==> src/hw/rtl/rsfa_ram.sv <==
`default_nettype none
module rsfa_ram #(
    parameter int WIDTH = 8,
    parameter int DEPTH = 16
) (
    input  logic                     i_clk,
    input  logic                     i_we,
    input  logic [$clog2(DEPTH)-1:0] i_waddr,
    input  logic [WIDTH-1:0]         i_wdata,
    input  logic [$clog2(DEPTH)-1:0] i_raddr,
    output logic [WIDTH-1:0]         o_rdata
);

    logic [WIDTH-1:0] r_mem [DEPTH];
    logic [WIDTH-1:0] r_rdata;

    always_ff @(posedge i_clk) begin
        if (i_we) begin
            r_mem[i_waddr] <= i_wdata;
        end
        r_rdata <= r_mem[i_raddr];
    end

    assign o_rdata = r_rdata;

endmodule
`default_nettype wire

==> config.mk <==
export PLATFORM = sky130hd
export DESIGN_NAME = rsfa_ram
export DESIGN_NICKNAME = d
export VERILOG_FILES = /design/src/hw/rtl/rsfa_ram.sv
export SDC_FILE = /design/constraint.sdc
export NUM_CORES = 1
export LEC_CHECK = 0
export ABC_AREA = 1
export ABC_CLOCK_PERIOD_IN_PS = 1500
export BUFFER_PORTS_ARGS = -buffer_cell sky130_fd_sc_hd__buf_2
export CORE_MARGIN = 1
export CORE_UTILIZATION = 42
export CTS_CLUSTER_SIZE = 10
export DETAILED_ROUTE_END_ITERATION = 6
export PLACE_DENSITY_LB_ADDON = 0.1
export SLEW_MARGIN = 0
export SYNTH_ARGS = -nofsm -noshare
export SYNTH_HDL_FRONTEND = slang
export SYNTH_SLANG_ARGS = --single-unit
==> constraint.sdc <==
create_clock -name i_clk -period 1.5 [get_ports i_clk]
set_input_delay 0.075 -clock i_clk [delete_from_list [all_inputs] [get_ports i_clk]]
set_output_delay 0.075 -clock i_clk [all_outputs]
set_load 0.02 [all_outputs]
# Word-level counts from Yosys, hierarchy flattened
# Memories as Yosys holds them, arrays and structs flattened. A register that Yosys moved wholly into a read port is not among the register bits.
# Index checks and enable logic that the tools add are counted.
word_totals:
  ram_bits: 128
  word_cells: 3
  in_bits: 18
  reg_bits: 0
  output_inout_bits: 8
  mem_count: 1
op_classes:
  n_mux: 2
mem_list:
  columns: ["name", "depth", "word_bits", "read_ports", "rd_clocked_by_memory_dff", "write_ports", "line", "rtl"]
  rows:
  - ["r_mem", 16, 8, 1, 1, 1, "14", "logic [WIDTH-1:0] r_mem [DEPTH];"]
op_table:
  columns: ["cell", "n"]
  rows:
  - ["2-to-1 mux 1 bit", 2]

# Logic depth before layout (Yosys ltp)
depth:
  depth_word: 2
  ltp_mapped: 8
  ltp_nobuf: 7

# Worst setup path after synthesis
# No wires, ideal clock.
synth_path:
  path_type: "input-to-reg"
  start: "in i_waddr[2]"
  end: "mem r_mem[10][0] (enable)"
  path_buffers: 0
  path_slack_ps: 474
  required_ps: 1130
  setup_ps: 370
  arrival_ps: 656
  stages: 2
  cell_sequence: "nand3b_1 nor2_1"
synth_rtl:
  columns: ["item", "line", "rtl"]
  rows:
  - ["from (decl)", "8", "input logic [$clog2(DEPTH)-1:0] i_waddr,"]
  - ["to (decl)", "14", null]
# No word-level cell before the write port.

# Final worst setup path
layout_path:
  start: "reg r_rdata[7], in the netlist o_rdata[7] (read register of r_mem)"
  end: "out o_rdata[7]"
layout_rtl:
  columns: ["item", "line", "rtl"]
  rows:
  - ["from (decl)", "15", "logic [WIDTH-1:0] r_rdata;"]
  - ["to (decl)", "11", "output logic [WIDTH-1:0] o_rdata"]
# No word-level cell between the ends.

==> impl_metrics.env <==
export IMPL_slowest_stage="dfxtp_1"
export IMPL_fp_dieW_um=119
export IMPL_tns_ns=0
export IMPL_antenna_found_initial=0
export IMPL_grt_usage_pct=20.9
export IMPL_io_pins=26
export IMPL_dieArea_mm2=0.0142
export IMPL_ys_warn_count=0
export IMPL_viasPerCell=4.90
export IMPL_wl_mm=13.6
export IMPL_cts_root_buf="clkbuf_16"
export IMPL_met3_length_um=607
export IMPL_final_min_clock_period_ns=1.06
export IMPL_rrSetupSlack_ns=0.45
export IMPL_cp_data_arrival_time_ns=0.99
export IMPL_path_delay_family="flip-flops"
export IMPL_r2r_start="r_mem[9][6]"
export IMPL_setup_viol=0
export IMPL_vias=3848
export IMPL_worst_pin_slew_ns=0.416
export IMPL_rr_endpoint="o_rdata[6]"
export IMPL_drv_cap=0
export IMPL_syn_area_per_cell_um2=10.5
export IMPL_netlist_area_mm2=0.00577
export IMPL_diodes=0
export IMPL_hold_violations=0
export IMPL_min_path_cells=1
export IMPL_insertion_delay_ns=0.42
export IMPL_cp_max_fo=1
export IMPL_met1_length_mm=6.07
export IMPL_drt_initial_drc_count=367
export IMPL_cp_required_ns=1.42
export IMPL_cts_tree="yes"
export IMPL_fmaxAchievable_mhz=943
export IMPL_cts_buffer_depth=2
export IMPL_clk_pin_slew_ns=0.06
export IMPL_crit_buf_inv=1
export IMPL_synthesis_nets=569
export IMPL_cellLeakagePower_nw=2.97
export IMPL_syn_inst=551
export IMPL_crit_path_end_kind="primary output"
export IMPL_outcome="completed"
export IMPL_detailed_place_hpwl_mm=8.35
export IMPL_routed_top_layer="met4"
export IMPL_cts_inserted_buffers=17
export IMPL_maxSlewViolCount=0
export IMPL_cts_sinks=136
export IMPL_port_buffer_count=25
export IMPL_mostFrequentLayoutCell="nand2_1"
export IMPL_critical_path_class="reg -> out"
export IMPL_grt_max_degree=59
export IMPL_synth_seq_cells=136
export IMPL_utilization_pct=51.6
export IMPL_worstHoldPathType="in -> reg"
export IMPL_postCtsSetupRepairBufs=0
export IMPL_worstHoldEndpoint="r_mem[1][5]"
export IMPL_gp_routability_congestion=0.795
export IMPL_grt_pass1_wl_mm=21.2
export IMPL_ir_drop_mv=0.738
export IMPL_rows=42
export IMPL_wl_per_cell_um=17.3
export IMPL_rr_worst_depth=6
export IMPL_grt_overflow=0
export IMPL_hp_start="i_wdata[5]"
export IMPL_cts_htree_levels=4
export IMPL_drt_pass1_iterations=5
export IMPL_slew_headroom_pct=72.3
export IMPL_holdWs_ns=0.0776
export IMPL_drc_errors=0
export IMPL_nets=614
export IMPL_final_cell_mix="nand2_1, edfxtp_1, inv_1, nand3_1, buf_2"
export IMPL_seq_area_frac_synth_pct=69.4
export IMPL_final_layout_size_suffix_gt1_share_pct=13.1
export IMPL_start_util_pct=43.4
export IMPL_worstPathCellList="buf_2"
export IMPL_powerDensity_mw_per_mm2=1380
export IMPL_area_growth_pct=18.9
export IMPL_finalCritPeriodShare_pct=70.7
export IMPL_crit_path_max_incr_delay_ns=0.38
export IMPL_rsz0062_at_grt="false"
export IMPL_fp_dieH_um=119
export IMPL_synth_cell_type_count=12
export IMPL_start_kind="flip-flop"
export IMPL_clock_skew_ns=0.00451
export IMPL_grt_pass1_vias=3839
export IMPL_ant_nets=0
export IMPL_met2_length_mm=6.53
export IMPL_core_mm2=0.0133
==> power breakdown <==
| group | internal, mW | leakage [nW] | switching, mW |
|---|---|---|---|
| Clock | 3.09 | 0.307 | 1.55 |
| Combinational | 0.172 | 1.44 | 0.396 |
| Sequential | 4.25 | 1.22 | 0.0278 |
==> registers in the layout, indices dropped and copies added, names as in the netlist <==
name	flops
o_rdata	8
r_mem	128
==> kinds of logic (layout without fill, tap and decap cells) <==
family / Yosys count / count (layout) / share of synthesized area (%)
buf+inv: 126 / 184 / 9.52
flops: 136 / 136 / 69.4
simple gates: 289 / 289 / 21.0
==> repair_timing <==
action | in CTS | in global routing
hold endpoints to repair | 1 | 0
resized for setup | 0 | 0
hold buffers | 1 | 0
==> Yosys cell counts, drive strengths merged <==
library cell    n  area share, %
nand3          97            8.4
dfxtp           8            2.8
buf            24            2.9
nand3b          2           0.26
nor2           17            1.1
inv           102            6.6
nand2         173             11
edfxtp        128             67
==> how the worst max path moves through the flow <==
stage,start,to,cells after the start
final,o_rdata[7],o_rdata[7],1
after global routing,r_mem[9][6],o_rdata[6],6
after CTS,o_rdata[7],o_rdata[7],1
after detailed placement,i_raddr[0],o_rdata[6],7
after global placement,i_raddr[0],o_rdata[0],7
after floorplan,i_waddr[2],r_mem[10][0],2
==> routing by layer <==
layer | track usage (%) | up-vias
met4 | 9.49 | 0
met2 | 33.5 | 109
met1 | 26.7 | 1859
met5 | 0 | -
li1 | - | 1862
met3 | 4.98 | 18
==> final cells by class <==
class | instances | area [um^2]
clock inverters | 15 | 231
clock buffers | 17 | 425
inverters | 102 | 383
repair buffers | 50 | 378
multi-input cells | 289 | 1210
fillers | 1216 | 6440
well taps | 176 | 220
flip-flops and latches | 136 | 4000
==> through the flow <==
| stage | setup slack [ns] | area, um^2 | power (mW) | cells |
|---|---|---|---|---|
| 2_1_floorplan | 0.474 | 5770 | 4.68 | 551 |
| 3_3_place_gp | 0.286 | 6190 | 4.92 | 752 |
| 3_5_place_dp | 0.245 | 6190 | 4.93 | 752 |
| 4_1_cts | 0.400 | 6860 | 9.57 | 785 |
| 5_1_grt | 0.394 | 6860 | 9.76 | 785 |
| 6_report | 0.439 | 6860 | 9.48 | 785 |
Power figures use the tool's default switching activity.
